[config.mk]
export PLATFORM = sky130hd
export DESIGN_NAME = length_prefixed_nal_to_start_code
export DESIGN_NICKNAME = d
export VERILOG_FILES = /design/src/sv/lpn2sc_pkg.sv /design/src/sv/lpn2sc_front.sv /design/src/sv/lpn2sc_cmdq.sv /design/src/sv/lpn2sc_back.sv /design/src/sv/length_prefixed_nal_to_start_code.sv
export SDC_FILE = /design/constraint.sdc
export NUM_CORES = 1
export LEC_CHECK = 0
export ABC_CLOCK_PERIOD_IN_PS = 9200
export BUFFER_PORTS_ARGS = -buffer_cell sky130_fd_sc_hd__buf_2
export CAP_MARGIN = 20
export CELL_PAD_IN_SITES_DETAIL_PLACEMENT = 1
export CELL_PAD_IN_SITES_GLOBAL_PLACEMENT = 1
export CORE_MARGIN = 3
export CORE_UTILIZATION = 50
export CTS_BUF_LIST = sky130_fd_sc_hd__clkbuf_8 sky130_fd_sc_hd__clkbuf_16
export CTS_CLUSTER_SIZE = 24
export DETAILED_ROUTE_END_ITERATION = 8
export GPL_TIMING_DRIVEN = 0
export PLACE_DENSITY_LB_ADDON = 0.1
export SKIP_CTS_REPAIR_TIMING = 1
export SYNTH_ARGS = -nofsm -noshare
export SYNTH_HDL_FRONTEND = slang
export SYNTH_SLANG_ARGS = --single-unit
[constraint.sdc]
create_clock -name clock -period 9.2 [get_ports clock]
set_input_delay 1.84 -clock clock [delete_from_list [all_inputs] [get_ports clock]]
set_output_delay 1.84 -clock clock [all_outputs]
set_load 0.01 [all_outputs]
[src/sv/lpn2sc_pkg.sv]
`timescale 1ns / 1ps
// ----------------------------------------------------------------------------
// lpn2sc_pkg
// Shared types and constants of the length-prefixed to start-code converter.
// ----------------------------------------------------------------------------
package lpn2sc_pkg;

   // Register defaults and limits
   localparam logic [2:0]  LFB_RESET        = 3'd4;
   localparam logic [2:0]  LFB_MIN          = 3'd1;
   localparam logic [2:0]  LFB_MAX          = 3'd4;
   localparam logic [23:0] MAX_PACKET_BYTES = 24'd1048575;
   localparam logic [19:0] OFFSET_MAX       = 20'hFFFFF;
   localparam int          CMD_QUEUE_DEPTH  = 4;

   // Start code bytes
   localparam logic [7:0] START_CODE_ZERO = 8'h00;
   localparam logic [7:0] START_CODE_LAST = 8'h01;

   typedef struct packed {
      logic [7:0]  data_byte;
      logic [19:0] packet_bytes;
      logic        last_byte;
   } req_item_type;

   typedef struct packed {
      logic [7:0] out_byte;
      logic       byte_valid;
      logic       run_last;
      logic       packet_last;
   } rsp_item_type;

   typedef enum logic [1:0] {
      PH_DETECT,
      PH_PASS,
      PH_PARSE,
      PH_DROP
   } phase_type;

   typedef enum logic [1:0] {
      CMD_NONE,
      CMD_DATA,
      CMD_START
   } cmd_kind_type;

   // One command from front to back: zero, one or four result bytes
   typedef struct packed {
      cmd_kind_type kind;
      logic [7:0]   value;
      logic         end_run;
      logic         end_pkt;
   } cmd_type;

endpackage

[src/sv/lpn2sc_front.sv]
`timescale 1ns / 1ps
// ----------------------------------------------------------------------------
// lpn2sc_front
// Accepts packet bytes, holds the packet head, decides pass-through or
// parse, walks the length fields and pushes data and start-code commands.
// ----------------------------------------------------------------------------
module lpn2sc_front (
   input  logic                      clock,
   input  logic                      reset,
   input  logic                      req_valid,
   output logic                      req_stall,
   input  lpn2sc_pkg::req_item_type  req_data,
   input  logic [2:0]                cfg_lfb,
   input  logic                      q_full,
   output logic                      cmd_push,
   output lpn2sc_pkg::cmd_type       cmd_data
);
   import lpn2sc_pkg::*;

   phase_type   phase_ff, phase_in;
   logic [7:0]  head_ff [4];
   logic [19:0] offset_ff, offset_in;
   logic [31:0] accum_ff, accum_in;
   logic [2:0]  seen_ff, seen_in;
   logic [19:0] left_ff, left_in;

   // Head replay control
   logic        rep_active_ff, rep_active_in;
   logic [1:0]  rep_idx_ff, rep_idx_in;
   logic [1:0]  rep_end_ff, rep_end_in;
   logic        rep_last_ff, rep_last_in;
   logic [19:0] rep_size_ff, rep_size_in;

   logic        accept;
   logic        rep_go;
   logic [19:0] size_c;
   logic [19:0] offset_inc;

   // Parse unit
   logic [7:0]   p_byte;
   logic [19:0]  p_pos;
   logic [19:0]  p_size;
   logic [31:0]  acc_sh;
   logic [3:0]   seen_inc;
   logic [20:0]  field_end;
   logic [32:0]  unit_end;
   cmd_kind_type p_kind;
   logic         p_drop;
   logic [31:0]  p_accum;
   logic [2:0]   p_seen;
   logic [19:0]  p_left;

   // Head detection
   logic [1:0]  pos_d;
   logic [2:0]  hold;
   logic [2:0]  h_cnt;
   logic [7:0]  hb [4];
   logic        decide;
   logic        sc3, sc4, badcfg, to_pass;

   assign req_stall = rep_active_ff | q_full;
   assign accept    = req_valid & ~req_stall;
   assign rep_go    = rep_active_ff & ~q_full;

   assign size_c = ({4'b0, req_data.packet_bytes} > MAX_PACKET_BYTES) ?
                   MAX_PACKET_BYTES[19:0] : req_data.packet_bytes;
   assign offset_inc = (offset_ff != OFFSET_MAX) ? offset_ff + 20'd1 : offset_ff;

   // ---------------- parse unit: one byte of the length/payload walk -------
   always_comb begin
      p_byte   = rep_active_ff ? head_ff[rep_idx_ff] : req_data.data_byte;
      p_pos    = rep_active_ff ? {18'b0, rep_idx_ff} : offset_ff;
      p_size   = rep_active_ff ? rep_size_ff : size_c;
      acc_sh   = {accum_ff[23:0], p_byte};
      seen_inc = {1'b0, seen_ff} + 4'd1;
      field_end = {1'b0, p_pos} + {18'b0, cfg_lfb};
      unit_end = {13'b0, p_pos} + 33'd1 + {1'b0, acc_sh};
      p_kind   = CMD_NONE;
      p_drop   = 1'b0;
      p_accum  = accum_ff;
      p_seen   = seen_ff;
      p_left   = left_ff;
      case (phase_ff)
         PH_PASS: begin
            p_kind = CMD_DATA;
         end
         PH_PARSE: begin
            if (left_ff != 20'd0) begin
               p_kind = CMD_DATA;
               p_left = left_ff - 20'd1;
            end else if (seen_ff == 3'd0 && field_end > {1'b0, p_size}) begin
               // length field would run past the packet end
               p_drop = 1'b1;
            end else if (seen_inc < {1'b0, cfg_lfb}) begin
               p_accum = acc_sh;
               p_seen  = seen_inc[2:0];
            end else begin
               p_accum = 32'd0;
               p_seen  = 3'd0;
               if (acc_sh == 32'd0) begin
                  p_kind = CMD_NONE;
               end else if (unit_end > {13'b0, p_size}) begin
                  p_drop = 1'b1;
               end else begin
                  p_kind = CMD_START;
                  p_left = acc_sh[19:0];
               end
            end
         end
         default: begin
            p_kind = CMD_NONE;
         end
      endcase
   end

   // ---------------- head detection ----------------------------------------
   always_comb begin
      pos_d  = offset_ff[1:0];
      hold   = (size_c < 20'd4) ? size_c[2:0] : 3'd4;
      h_cnt  = {1'b0, pos_d} + 3'd1;
      decide = (h_cnt >= hold) || req_data.last_byte;
      for (int i = 0; i < 4; i++) begin
         hb[i] = (pos_d == 2'(i)) ? req_data.data_byte : head_ff[i];
      end
      sc4 = (size_c >= 20'd4) && (pos_d == 2'd3) &&
            (hb[0] == START_CODE_ZERO) && (hb[1] == START_CODE_ZERO) &&
            (hb[2] == START_CODE_ZERO) && (hb[3] == START_CODE_LAST);
      sc3 = (size_c >= 20'd3) && (h_cnt >= 3'd3) &&
            (hb[0] == START_CODE_ZERO) && (hb[1] == START_CODE_ZERO) &&
            (hb[2] == START_CODE_LAST);
      badcfg  = (cfg_lfb < LFB_MIN) || (cfg_lfb > LFB_MAX);
      to_pass = sc4 | sc3 | badcfg;
   end

   // ---------------- next state --------------------------------------------
   always_comb begin
      phase_in      = phase_ff;
      offset_in     = offset_ff;
      accum_in      = accum_ff;
      seen_in       = seen_ff;
      left_in       = left_ff;
      rep_active_in = rep_active_ff;
      rep_idx_in    = rep_idx_ff;
      rep_end_in    = rep_end_ff;
      rep_last_in   = rep_last_ff;
      rep_size_in   = rep_size_ff;
      if (rep_go) begin
         accum_in   = p_accum;
         seen_in    = p_seen;
         left_in    = p_left;
         if (p_drop) begin
            phase_in = PH_DROP;
         end
         rep_idx_in = rep_idx_ff + 2'd1;
         if (rep_idx_ff == rep_end_ff) begin
            rep_active_in = 1'b0;
            if (rep_last_ff) begin
               phase_in = PH_DETECT;
               accum_in = 32'd0;
               seen_in  = 3'd0;
               left_in  = 20'd0;
            end
         end
      end else if (accept) begin
         offset_in = req_data.last_byte ? 20'd0 : offset_inc;
         if (phase_ff == PH_DETECT) begin
            if (decide) begin
               phase_in      = to_pass ? PH_PASS : PH_PARSE;
               accum_in      = 32'd0;
               seen_in       = 3'd0;
               left_in       = 20'd0;
               rep_active_in = 1'b1;
               rep_idx_in    = 2'd0;
               rep_end_in    = pos_d;
               rep_last_in   = req_data.last_byte;
               rep_size_in   = size_c;
            end
         end else begin
            accum_in = p_accum;
            seen_in  = p_seen;
            left_in  = p_left;
            if (p_drop) begin
               phase_in = PH_DROP;
            end
            if (req_data.last_byte) begin
               phase_in = PH_DETECT;
               accum_in = 32'd0;
               seen_in  = 3'd0;
               left_in  = 20'd0;
            end
         end
      end
   end

   // ---------------- outputs -----------------------------------------------
   always_comb begin
      cmd_data.kind    = p_kind;
      cmd_data.value   = p_byte;
      cmd_data.end_run = 1'b0;
      cmd_data.end_pkt = 1'b0;
      cmd_push         = 1'b0;
      if (rep_go) begin
         cmd_data.end_run = (rep_idx_ff == rep_end_ff);
         cmd_data.end_pkt = (rep_idx_ff == rep_end_ff) & rep_last_ff;
         cmd_push         = (p_kind != CMD_NONE) || (rep_idx_ff == rep_end_ff);
      end else if (accept && phase_ff != PH_DETECT) begin
         cmd_data.end_run = 1'b1;
         cmd_data.end_pkt = req_data.last_byte;
         cmd_push         = (p_kind != CMD_NONE) || req_data.last_byte;
      end
   end

   always_ff @(posedge clock) begin
      if (reset) begin
         phase_ff      <= PH_DETECT;
         offset_ff     <= 20'd0;
         accum_ff      <= 32'd0;
         seen_ff       <= 3'd0;
         left_ff       <= 20'd0;
         rep_active_ff <= 1'b0;
         rep_idx_ff    <= 2'd0;
      end else begin
         phase_ff      <= phase_in;
         offset_ff     <= offset_in;
         accum_ff      <= accum_in;
         seen_ff       <= seen_in;
         left_ff       <= left_in;
         rep_active_ff <= rep_active_in;
         rep_idx_ff    <= rep_idx_in;
      end
   end

   always_ff @(posedge clock) begin
      rep_end_ff  <= rep_end_in;
      rep_last_ff <= rep_last_in;
      rep_size_ff <= rep_size_in;
      if (accept && phase_ff == PH_DETECT) begin
         head_ff[pos_d] <= req_data.data_byte;
      end
   end

endmodule

[src/sv/lpn2sc_cmdq.sv]
`timescale 1ns / 1ps
// ----------------------------------------------------------------------------
// lpn2sc_cmdq
// Small command FIFO between the parsing front and the output back.
// ----------------------------------------------------------------------------
module lpn2sc_cmdq #(
   parameter int DEPTH = lpn2sc_pkg::CMD_QUEUE_DEPTH
) (
   input  logic                 clock,
   input  logic                 reset,
   input  logic                 push,
   input  lpn2sc_pkg::cmd_type  push_data,
   input  logic                 pop,
   output lpn2sc_pkg::cmd_type  head_data,
   output logic                 full,
   output logic                 empty
);
   import lpn2sc_pkg::*;

   localparam int AW = (DEPTH > 1) ? $clog2(DEPTH) : 1;
   localparam int CW = $clog2(DEPTH + 1);

   cmd_type         mem_ff [DEPTH];
   logic [AW-1:0]   wr_ptr_ff, wr_ptr_in;
   logic [AW-1:0]   rd_ptr_ff, rd_ptr_in;
   logic [CW-1:0]   count_ff, count_in;

   assign full      = (count_ff == CW'(DEPTH));
   assign empty     = (count_ff == '0);
   assign head_data = mem_ff[rd_ptr_ff];

   always_comb begin
      wr_ptr_in = wr_ptr_ff;
      rd_ptr_in = rd_ptr_ff;
      count_in  = count_ff;
      if (push) begin
         wr_ptr_in = (wr_ptr_ff == AW'(DEPTH - 1)) ? '0 : wr_ptr_ff + AW'(1);
      end
      if (pop) begin
         rd_ptr_in = (rd_ptr_ff == AW'(DEPTH - 1)) ? '0 : rd_ptr_ff + AW'(1);
      end
      case ({push, pop})
         2'b10:   count_in = count_ff + CW'(1);
         2'b01:   count_in = count_ff - CW'(1);
         default: count_in = count_ff;
      endcase
   end

   always_ff @(posedge clock) begin
      if (reset) begin
         wr_ptr_ff <= '0;
         rd_ptr_ff <= '0;
         count_ff  <= '0;
      end else begin
         wr_ptr_ff <= wr_ptr_in;
         rd_ptr_ff <= rd_ptr_in;
         count_ff  <= count_in;
      end
   end

   always_ff @(posedge clock) begin
      if (push) begin
         mem_ff[wr_ptr_ff] <= push_data;
      end
   end

endmodule

[src/sv/lpn2sc_back.sv]
`timescale 1ns / 1ps
// ----------------------------------------------------------------------------
// lpn2sc_back
// Expands commands into result beats, places run and packet end flags and
// drives the registered result channel.
// ----------------------------------------------------------------------------
module lpn2sc_back (
   input  logic                      clock,
   input  logic                      reset,
   input  lpn2sc_pkg::cmd_type       head_data,
   input  logic                      q_empty,
   output logic                      pop,
   output logic                      rsp_valid,
   input  logic                      rsp_stall,
   output lpn2sc_pkg::rsp_item_type  rsp_data
);
   import lpn2sc_pkg::*;

   logic         rsp_valid_ff, rsp_valid_in;
   rsp_item_type rsp_data_ff;
   logic [1:0]   cnt_ff, cnt_in;
   // last result of a command whose run end is not known yet
   logic         pend_valid_ff, pend_valid_in;
   logic [7:0]   pend_byte_ff;

   logic         out_free;
   logic         fire;
   logic         emit_need;
   rsp_item_type emit_item;
   logic         pop_i;
   logic         pend_set;
   logic         pend_clr;
   logic         res_last;
   logic [7:0]   res_byte;

   assign out_free  = ~rsp_valid_ff | ~rsp_stall;
   assign rsp_valid = rsp_valid_ff;
   assign rsp_data  = rsp_data_ff;

   always_comb begin
      emit_need = 1'b0;
      emit_item = '0;
      pop_i     = 1'b0;
      pend_set  = 1'b0;
      pend_clr  = 1'b0;
      cnt_in    = cnt_ff;
      res_last  = (head_data.kind == CMD_DATA) || (cnt_ff == 2'd3);
      if (head_data.kind == CMD_DATA) begin
         res_byte = head_data.value;
      end else begin
         res_byte = (cnt_ff == 2'd3) ? START_CODE_LAST : START_CODE_ZERO;
      end
      if (!q_empty) begin
         case (head_data.kind)
            CMD_DATA, CMD_START: begin
               if (pend_valid_ff) begin
                  emit_need            = 1'b1;
                  emit_item.out_byte   = pend_byte_ff;
                  emit_item.byte_valid = 1'b1;
                  pend_clr             = 1'b1;
               end else if (!res_last) begin
                  emit_need            = 1'b1;
                  emit_item.out_byte   = res_byte;
                  emit_item.byte_valid = 1'b1;
                  cnt_in               = cnt_ff + 2'd1;
               end else if (head_data.end_run) begin
                  emit_need             = 1'b1;
                  emit_item.out_byte    = res_byte;
                  emit_item.byte_valid  = 1'b1;
                  emit_item.run_last    = 1'b1;
                  emit_item.packet_last = head_data.end_pkt;
                  pop_i                 = 1'b1;
                  cnt_in                = 2'd0;
               end else begin
                  pend_set = 1'b1;
                  pop_i    = 1'b1;
                  cnt_in   = 2'd0;
               end
            end
            default: begin
               if (pend_valid_ff && head_data.end_run) begin
                  emit_need             = 1'b1;
                  emit_item.out_byte    = pend_byte_ff;
                  emit_item.byte_valid  = 1'b1;
                  emit_item.run_last    = 1'b1;
                  emit_item.packet_last = head_data.end_pkt;
                  pend_clr              = 1'b1;
               end else if (head_data.end_pkt) begin
                  // empty end-of-packet marker
                  emit_need             = 1'b1;
                  emit_item.out_byte    = START_CODE_ZERO;
                  emit_item.byte_valid  = 1'b0;
                  emit_item.run_last    = 1'b1;
                  emit_item.packet_last = 1'b1;
               end
               pop_i = 1'b1;
            end
         endcase
      end
      fire = ~q_empty & (~emit_need | out_free);
      pop  = pop_i & fire;

      rsp_valid_in = (fire & emit_need) | (rsp_valid_ff & rsp_stall);
      pend_valid_in = pend_valid_ff;
      if (fire && pend_clr) begin
         pend_valid_in = 1'b0;
      end
      if (fire && pend_set) begin
         pend_valid_in = 1'b1;
      end
   end

   always_ff @(posedge clock) begin
      if (reset) begin
         rsp_valid_ff  <= 1'b0;
         pend_valid_ff <= 1'b0;
         cnt_ff        <= 2'd0;
      end else begin
         rsp_valid_ff  <= rsp_valid_in;
         pend_valid_ff <= pend_valid_in;
         if (fire) begin
            cnt_ff <= cnt_in;
         end
      end
   end

   always_ff @(posedge clock) begin
      if (fire && emit_need) begin
         rsp_data_ff <= emit_item;
      end
      if (fire && pend_set) begin
         pend_byte_ff <= res_byte;
      end
   end

endmodule

[src/sv/length_prefixed_nal_to_start_code.sv]
`timescale 1ns / 1ps
// ----------------------------------------------------------------------------
// length_prefixed_nal_to_start_code
// Length-prefixed NAL packets in, start-code delimited byte stream out.
// ----------------------------------------------------------------------------
// Usage:
//  - req_*: one packet byte per beat with the packet byte count and a last
//    flag. rsp_*: one output byte per beat with byte_valid, run_last and
//    packet_last. Both use valid/stall; a beat moves when valid and !stall.
//  - csr_*: write of the length-field size (1..4 converts, anything else
//    passes packets through). Always ready; write only while idle.
//  - Path: with an idle back end, the result of a payload or pass-through
//    byte goes through the command queue and the output register to rsp_*;
//    the held head bytes are replayed after the byte that completes the head.
//  - Throughput: one byte per cycle for payload and pass-through bytes
//    while req_stall is low. Each start code expands to four output bytes
//    on the back end; the queue between front and back absorbs that. At the
//    packet head, after the first min(4, length) bytes, the front replays
//    them with req_stall high, and the replay waits while the queue is full.
//  - rsp_stall holds the output register; once the command queue fills,
//    req_stall rises. No byte is lost to back-pressure.
//  - Reset: back to head detection, size register 4, queue and output
//    empty. No clearing pass.
// ----------------------------------------------------------------------------
module length_prefixed_nal_to_start_code #(
   parameter int CMD_QUEUE_DEPTH = lpn2sc_pkg::CMD_QUEUE_DEPTH
) (
   input  logic                      clock,
   input  logic                      reset,
   input  logic                      req_valid,
   output logic                      req_stall,
   input  lpn2sc_pkg::req_item_type  req_data,
   output logic                      rsp_valid,
   input  logic                      rsp_stall,
   output lpn2sc_pkg::rsp_item_type  rsp_data,
   input  logic                      csr_valid,
   output logic                      csr_ready,
   input  logic [2:0]                csr_data
);
   import lpn2sc_pkg::*;

   logic [2:0] lfb_ff;
   cmd_type    cmd_push_data;
   cmd_type    cmd_head;
   logic       cmd_push;
   logic       cmd_pop;
   logic       q_full;
   logic       q_empty;

   assign csr_ready = 1'b1;

   always_ff @(posedge clock) begin
      if (reset) begin
         lfb_ff <= LFB_RESET;
      end else if (csr_valid && csr_ready) begin
         lfb_ff <= csr_data;
      end
   end

   lpn2sc_front u_front (
      .clock     (clock),
      .reset     (reset),
      .req_valid (req_valid),
      .req_stall (req_stall),
      .req_data  (req_data),
      .cfg_lfb   (lfb_ff),
      .q_full    (q_full),
      .cmd_push  (cmd_push),
      .cmd_data  (cmd_push_data)
   );

   lpn2sc_cmdq #(
      .DEPTH (CMD_QUEUE_DEPTH)
   ) u_cmdq (
      .clock     (clock),
      .reset     (reset),
      .push      (cmd_push),
      .push_data (cmd_push_data),
      .pop       (cmd_pop),
      .head_data (cmd_head),
      .full      (q_full),
      .empty     (q_empty)
   );

   lpn2sc_back u_back (
      .clock     (clock),
      .reset     (reset),
      .head_data (cmd_head),
      .q_empty   (q_empty),
      .pop       (cmd_pop),
      .rsp_valid (rsp_valid),
      .rsp_stall (rsp_stall),
      .rsp_data  (rsp_data)
   );

endmodule

## Word-level counts from Yosys, hierarchy flattened

Memory sizes are Yosys's and may differ from the RTL's. A register that Yosys moved wholly into a read port is not among the register bits.
Index checks and enable logic that the tools add are counted.

- Register bits after elaboration: 136
- Bits in latches: 0
- RAM bits: 80
- Memory bits (read-only): 0
- Output and inout bits: 14
- Logic and storage cells: 255
- Memories kept: 2

- Add/sub/neg operators: 13
- $mul: 0
- Divide/modulo/power cells: 0
- Magnitude comparators: 10
- Eq/ne operators: 19
- Shifts and indexed selects: 0
- Muxes and demuxes: 123
- Bitwise operators: 21
- Reductions and logical operators: 45

Memories:

| memory | words | width | rd ports | clocked after memory_dff | wr ports | RTL line | source |
|---|---|---|---|---|---|---|---|
| u_cmdq.mem_ff | 4 | 12 | 1 | 1 | 1 | lpn2sc_cmdq.sv:23 | `cmd_type mem_ff [DEPTH];` |
| u_front.head_ff | 4 | 8 | 5 | 1 | 1 | lpn2sc_front.sv:21 | `logic [7:0] head_ff [4];` |

Operators with widths:

| kind | number |
|---|---|
| 32-bit two-way mux | 11 |
| 20-bit two-way mux | 17 |
| 2-bit two-way mux | 30 |
| 8-bit two-way mux | 6 |
| 1-bit two-way mux | 40 |
| 3-bit two-way mux | 12 |
| 33-bit by 32-bit adder with 33-bit output | 1 |
| 33-bit by 20-bit greater-than comparator with 1-bit output | 1 |
| 11-bit two-way mux | 3 |
| 32-bit zero test | 1 |
| 8-bit zero test | 3 |
| 20-bit by 1-bit adder with 21-bit output, second input constant | 1 |
| 20-bit by 3-bit adder with 21-bit output | 1 |
| 21-bit by 20-bit greater-than comparator with 1-bit output | 1 |
| 20-bit by 1-bit adder with 20-bit output, second input constant | 1 |
| 20-bit by 2-bit greater-or-equal comparator with 1-bit output, second input constant | 1 |
| 20-bit by 3-bit greater-or-equal comparator with 1-bit output, second input constant | 1 |
| 20-bit by 3-bit less-than comparator with 1-bit output, second input constant | 1 |
| 20-bit inequality test, second input constant | 1 |
| 20-bit nonzero test | 1 |
| 20-bit by 1-bit subtractor with 20-bit output, second input constant | 1 |
| 9-bit two-way mux | 2 |
| 2-bit equality test, second input constant | 8 |
| 8-bit by 1-bit equality test with 1-bit output, second input constant | 2 |
| other kinds (29) | 84 |

## Longest topological paths before layout

- Depth after elaboration: 16
- Gate-level depth with buffers: 39

## Modules after synthesis

Synthesis repeated with hierarchy kept, for this count alone.

- Cell total of the unflattened synthesis: 1284
- Area total of the unflattened synthesis: 12862.3 um^2

By module, submodules not included:

| module | instances | cells an instance | area each (um^2) |
|---|---|---|---|
| lpn2sc_front | 1 | 1071 | 9467.8 |
| lpn2sc_cmdq | 1 | 110 | 2183.3 |
| lpn2sc_back | 1 | 92 | 1097.3 |
| length_prefixed_nal_to_start_code | 1 | 11 | 113.9 |

## Worst setup path after synthesis

No wires, ideal clock.

- Kind: input-to-reg
- Start: input port req_data[22] in the netlist's numbering
- End: register u_cmdq.count_ff[2]
- Library setup time: 0.070 ns
- Data arrival time: 6.956 ns
- Setup slack: 2.173 ns
- Cell stages on the path: 26
- Cell sequence: inv_1 o21ai_0 ha_1 a21o_1 and4_1 or2_2 a21oi_2 o21ai_0 inv_1 o21ai_0 xor2_1 ha_1 a211o_1 a2111oi_0 o21ai_1 nor4_1 and4_2 nand3_1 a21oi_2 inv_2 ha_1 inv_1 fa_1 xor2_1 or3_1 a21oi_1

RTL lines:

| what | RTL line | source |
|---|---|---|
| start: declaration | length_prefixed_nal_to_start_code.sv:32 | `input lpn2sc_pkg::req_item_type req_data,` |
| end signal: assignment | lpn2sc_cmdq.sv:57 | `count_ff <= count_in;` |
| end: declaration | lpn2sc_cmdq.sv:26 | `logic [CW-1:0] count_ff, count_in;` |

## Final worst setup path

- Start: register u_front.rep_active_ff
- End: register u_cmdq.count_ff[2]

- Cells in the longest elaborated chain, start to end: 16
- Elaborated cells between the ends (all ways): 30
- Those cells by class: add/sub: 3; order compare: 2; eq/ne: 2; mux: 12; bitwise: 4; reduce/logical: 7

RTL lines:

| what | RTL line | source |
|---|---|---|
| start: declaration | lpn2sc_front.sv:28 | `logic rep_active_ff, rep_active_in;` |
| start signal: assignment | lpn2sc_front.sv:228 | `rep_active_ff <= rep_active_in;` |
| 20-bit two-way mux | lpn2sc_front.sv:72 | `p_pos = rep_active_ff ? {18'b0, rep_idx_ff} : offset_ff;` |
| 20-bit by 1-bit adder with 21-bit output | lpn2sc_front.sv:77 | `unit_end = {13'b0, p_pos} + 33'd1 + {1'b0, acc_sh};` |
| 33-bit by 32-bit adder with 33-bit output | lpn2sc_front.sv:77 |  |
| 33-bit by 20-bit greater-than comparator with 1-bit output | lpn2sc_front.sv:102 | `end else if (unit_end > {13'b0, p_size}) begin` |
| 2-bit two-way mux | lpn2sc_front.sv:102 |  |
| 2-bit two-way mux | lpn2sc_front.sv:100 | `if (acc_sh == 32'd0) begin` |
| 2-bit two-way mux | lpn2sc_front.sv:94 | `end else if (seen_inc < {1'b0, cfg_lfb}) begin` |
| 2-bit two-way mux | lpn2sc_front.sv:91 | `end else if (seen_ff == 3'd0 && field_end > {1'b0, p_size}) begin` |
| 2-bit two-way mux | lpn2sc_front.sv:88 | `if (left_ff != 20'd0) begin` |
| 2-bit case mux with 2 select lines | lpn2sc_front.sv:83 | `case (phase_ff)` |
| 2-bit nonzero test | lpn2sc_front.sv:205, lpn2sc_front.sv:209 |  |
| 1-bit logical OR | lpn2sc_front.sv:209 | `cmd_push = (p_kind != CMD_NONE) \|\| req_data.last_byte;` |
| 1-bit two-way mux | lpn2sc_front.sv:206 | `end else if (accept && phase_ff != PH_DETECT) begin` |
| 1-bit two-way mux (*) | lpn2sc_front.sv:202 | `if (rep_go) begin` |
| 2-bit by 1-bit equality test with 1-bit output or 2-bit equality test (tied branches) | lpn2sc_cmdq.sv:42 | `case ({push, pop})` |
| 3-bit case mux with 2 select lines or 2-bit nonzero test (tied branches) | - |  |

Every way passes the cells marked *; elsewhere a longest branch is shown, timed or not.
A chain may end at the register's enable or synchronous reset.

==> implementation parameters <==
Parameter                              Value

Drt
  Via-per-instance ratio    6.14
  Post-detailed-route count of antenna-violating nets    0
  Drt initial violations    approximately 760
  Pre-Repair DR Iteration Count    5
  Vias    between 10000 and 15000
  Average routed wire per standard cell    approximately 22 µm
  DRC Markers    0
  Overall routed net length    between 30000 and 40000 µm

Timing
  Max_slew headroom    between 20% and 30%
  Worst-margin pin slew    roughly 1.1 ns
  Post-layout min period    approximately 8.5 ns
  Final hold violation count    0
  Final period util    between 90% and 100%
  Setup TNS    0 ns
  Setup repair after global routing missed its margin    no
  Final Setup Violations    0
  Achievable frequency    around 0.12 GHz
  Layout Skew    about 0.026 ns
  Max-slew violation total from the final report    0

Yosys
  Post-synthesis instance total    roughly 1300
  Ys flop type    sky130_fd_sc_hd__edfxtp_1
  Proportion of synthesized chip area in sequential cells    41.9%
  Mapped Nets    1464
  Most area-hungry cell type in the Yosys netlist    sky130_fd_sc_hd__edfxtp_1
  Portion of synthesized cell area occupied by the leading cell type    between 20% and 30%
  Yosys cell types    89
  Number of flops mapped to enable cells by yosys    122
  Proportion of register bits with asynchronous set or reset after synthesis    0%
  Top area cells in the synthesized netlist    sky130_fd_sc_hd__edfxtp_1 (28%), sky130_fd_sc_hd__dfxtp_1 (14%), sky130_fd_sc_hd__ha_1 (8.6%), sky130_fd_sc_hd__nor2_1 (4.6%), sky130_fd_sc_hd__xor2_1 (3.6%)
  Mean cell area of the mapped netlist    a little under 10 µm²
  Mapped Area    around 13000 µm²
  Yosys warnings    0
  Post-synthesis register bit count    212

Floorplan
  Area of the core    25400 µm²
  Number of standard-cell rows in the floorplan    58
  I/O pin count    51
  Effective utilization at floorplan    roughly 51%
  Die area    about 28000 µm²
  Die extent in y    between 150 and 200 µm
  X dimension of the die    about 170 µm

Worst hold path
  Terminating pin of the worst hold path    u_back.cnt_ff[1]
  Worst hold path class    flop to flop
  Worst Min Path Start    u_back.cnt_ff[1]
  WHS Path Cells    2

Setup path
  Reg2Reg Setup Slack    0.75 ns
  Reg2Reg Depth    34
  Data required, critical path    9.66 ns
  Capture instance of the worst register-to-register path    u_cmdq.count_ff[2]
  Kind of critical path    flop to flop
  Crit path buffers/inverters    8
  Worst setup EP type    flop
  Most frequent cell on the critical path    sky130_fd_sc_hd__ha_1
  Critical path launch point type    flop
  Origin of the critical flop-to-flop path    u_front.rep_active_ff
  Slowest Stage Delay on Critical Path    0.43 ns
  Crit-path leading delay family    compound AO/OA/AOI/OAI gates
  CP max stage cell    sky130_fd_sc_hd__a2111oi_0
  Largest fanout of any net on the critical path    19
  CP arrival    roughly 8.9 ns

CTS
  CTS Sinks    roughly 210
  Clock root buffer    sky130_fd_sc_hd__clkbuf_16
  CTS buffer count    24
  Clock tree from TritonCTS    built
  Clock transition at the register clock pins on the worst setup and hold paths after CTS    ~0.06 ns
  Max clock buf depth    3
  Level count of the clock H-tree    1
  Worst-Skew Late Latency    roughly 0.54 ns

Power
  VDD IR max    0.153 mV
  Leakage power summed over all cells    ~5.6 nW
  Power Dens Cells    177 nW/µm²
  Power, Total    approximately 2.6 mW

Global route
  Wire length of the first global-routing pass    between 60000 and 70000 µm
  Pin count of the biggest net entering global routing    20
  Total GRT Usage    around 28%
  Sum of overflow across all layers after global routing    0
  Antenna violations before repair    0
  Number of global-route vias before repair    between 10000 and 15000

Placement
  Global placer's final weighted congestion    around 0.9
  Number of buffer cells added on primary ports    between 40 and 50
  Post-detail-place hpwl    approximately 29000 µm

Cells and area
  Synth-to-Final Area Change    12.3%
  Diode insertion count for antenna repair    0
  Highest-count cells in the layout ignoring fill and taps    sky130_fd_sc_hd__nor2_1 (160), sky130_fd_sc_hd__edfxtp_1 (122), sky130_fd_sc_hd__nand2_1 (100), sky130_fd_sc_hd__ha_1 (90), sky130_fd_sc_hd__dfxtp_1 (90)
  Number of nets at the end of the flow    ~1500
  Fraction of final layout cells with drive strength greater than 1    between 10% and 20%
  Most common library cell in the layout ignoring fill and taps    sky130_fd_sc_hd__nor2_1

Job
  Maxcap violations    0

Outcome
  Result of the run    finished clean
-- state kept, by name, indices dropped and copies added (netlist names), named ones only --
register / cells
u_front.accum_ff: 24
u_back.pend_valid_ff: 1
u_front.phase_ff: 2
u_back.rsp_data: 11
u_front.rep_size_ff: 20
u_cmdq.rd_ptr_ff: 2
u_front.rep_end_ff: 2
u_front.seen_ff: 3
u_back.rsp_valid: 1
lfb_ff: 3
u_back.pend_byte_ff: 8
u_front.rep_last_ff: 1
u_back.cnt_ff: 2
u_front.rep_active_ff: 1
u_front.rep_idx_ff: 2
u_front.left_ff: 20
u_front.head_ff: 32
u_cmdq.wr_ptr_ff: 2
u_cmdq.count_ff: 3
u_front.offset_ff: 20
u_cmdq.mem_ff: 48
-- worst min-delay path, cell delays in order (launching register included) --
cell                       delay (ns)
sky130_fd_sc_hd__dfxtp_1         0.31
sky130_fd_sc_hd__nand2b_1        0.07
sky130_fd_sc_hd__a21oi_1         0.06
-- area by class of cell --
cell class	count	area (µm²)
Fill cell	2901	10800
Clock buffer	32	744
Clock inverter	12	165
Tap cell	330	413
Timing Repair Buffer	51	278
Buffer	61	279
Multi-Input combinational cell	1017	7130
Sequential cell	212	5470
Inverter	43	161
-- power breakdown --
group          total [mW]  internal [mW]  switching (mW)  leakage [nW]
logic               0.460          0.158           0.302          3.31
clock network        1.08          0.679           0.400         0.458
registers            1.06           1.04          0.0175          1.83
-- cell families after synthesis --
logic type	synth area share, %
simple gates	19.1
compound gates	14.0
flops	41.9
buf+inv	3.38
fa+ha+maj	9.26
xor+xnor	5.85
mux	6.45
other cells	0.0288
-- how the worst max path moves through the flow --
stage,startpoint,endpoint,slack (ns),cells past startpoint
after detailed placement,u_front.rep_active_ff,u_cmdq.count_ff[2],0.04,35
after global placement,u_front.rep_active_ff,u_cmdq.count_ff[2],0.16,35
after floorplan,req_data[22],u_cmdq.count_ff[2],2.17,26
final,u_front.rep_active_ff,u_cmdq.count_ff[2],0.75,34
after CTS,u_front.rep_active_ff,u_cmdq.count_ff[2],-0.05,35
after global routing,u_front.rep_active_ff,u_cmdq.count_ff[2],0.007,34
-- Yosys cell counts, types with 15 or more instances --
| master | count |
|---|---|
| sky130_fd_sc_hd__a21oi_1 | 80 |
| sky130_fd_sc_hd__a22oi_1 | 32 |
| sky130_fd_sc_hd__a31oi_1 | 15 |
| sky130_fd_sc_hd__and2_1 | 16 |
| sky130_fd_sc_hd__and3_1 | 17 |
| sky130_fd_sc_hd__clkbuf_1 | 42 |
| sky130_fd_sc_hd__dfxtp_1 | 90 |
| sky130_fd_sc_hd__edfxtp_1 | 122 |
| sky130_fd_sc_hd__ha_1 | 90 |
| sky130_fd_sc_hd__inv_1 | 41 |
| sky130_fd_sc_hd__mux2i_1 | 27 |
| sky130_fd_sc_hd__mux4_2 | 20 |
| sky130_fd_sc_hd__nand2_1 | 100 |
| sky130_fd_sc_hd__nand3_1 | 35 |
| sky130_fd_sc_hd__nand4_1 | 33 |
| sky130_fd_sc_hd__nor2_1 | 160 |
| sky130_fd_sc_hd__nor3_1 | 27 |
| sky130_fd_sc_hd__nor4_1 | 25 |
| sky130_fd_sc_hd__o211ai_1 | 15 |
| sky130_fd_sc_hd__o21ai_0 | 53 |
| sky130_fd_sc_hd__xnor2_1 | 33 |
| sky130_fd_sc_hd__xor2_1 | 54 |
-- metal layers --
layer | up-vias | GRT usage [%] | part of all wire, %
li1 | 5079 | - | -
met5 | - | 0 | 0
met3 | 64 | 4.18 | 5.7
met4 | 0 | 6.51 | 2.3
met1 | 5340 | 37.8 | 44
met2 | 304 | 47.0 | 48
-- metrics by stage --
| stage | instances | setup WS (ns) | hold slack, ns | instance area [µm²] | util, % |
|---|---|---|---|---|---|
| after detailed placement | 1714 | 0.0405 | 0.482 | 13700 | 54.0 |
| after global placement | 1712 | 0.156 | 0.461 | 13700 | 53.9 |
| after CTS | 1758 | -0.0471 | 0.492 | 14600 | 57.6 |
| final | 1758 | 0.749 | 0.489 | 14600 | 57.6 |
| after global routing | 1758 | 0.00720 | 0.512 | 14600 | 57.6 |
| after floorplan | 1334 | 2.17 | 0.450 | 13000 | - |
No activity file was read; power rests on OpenSTA's default activity.
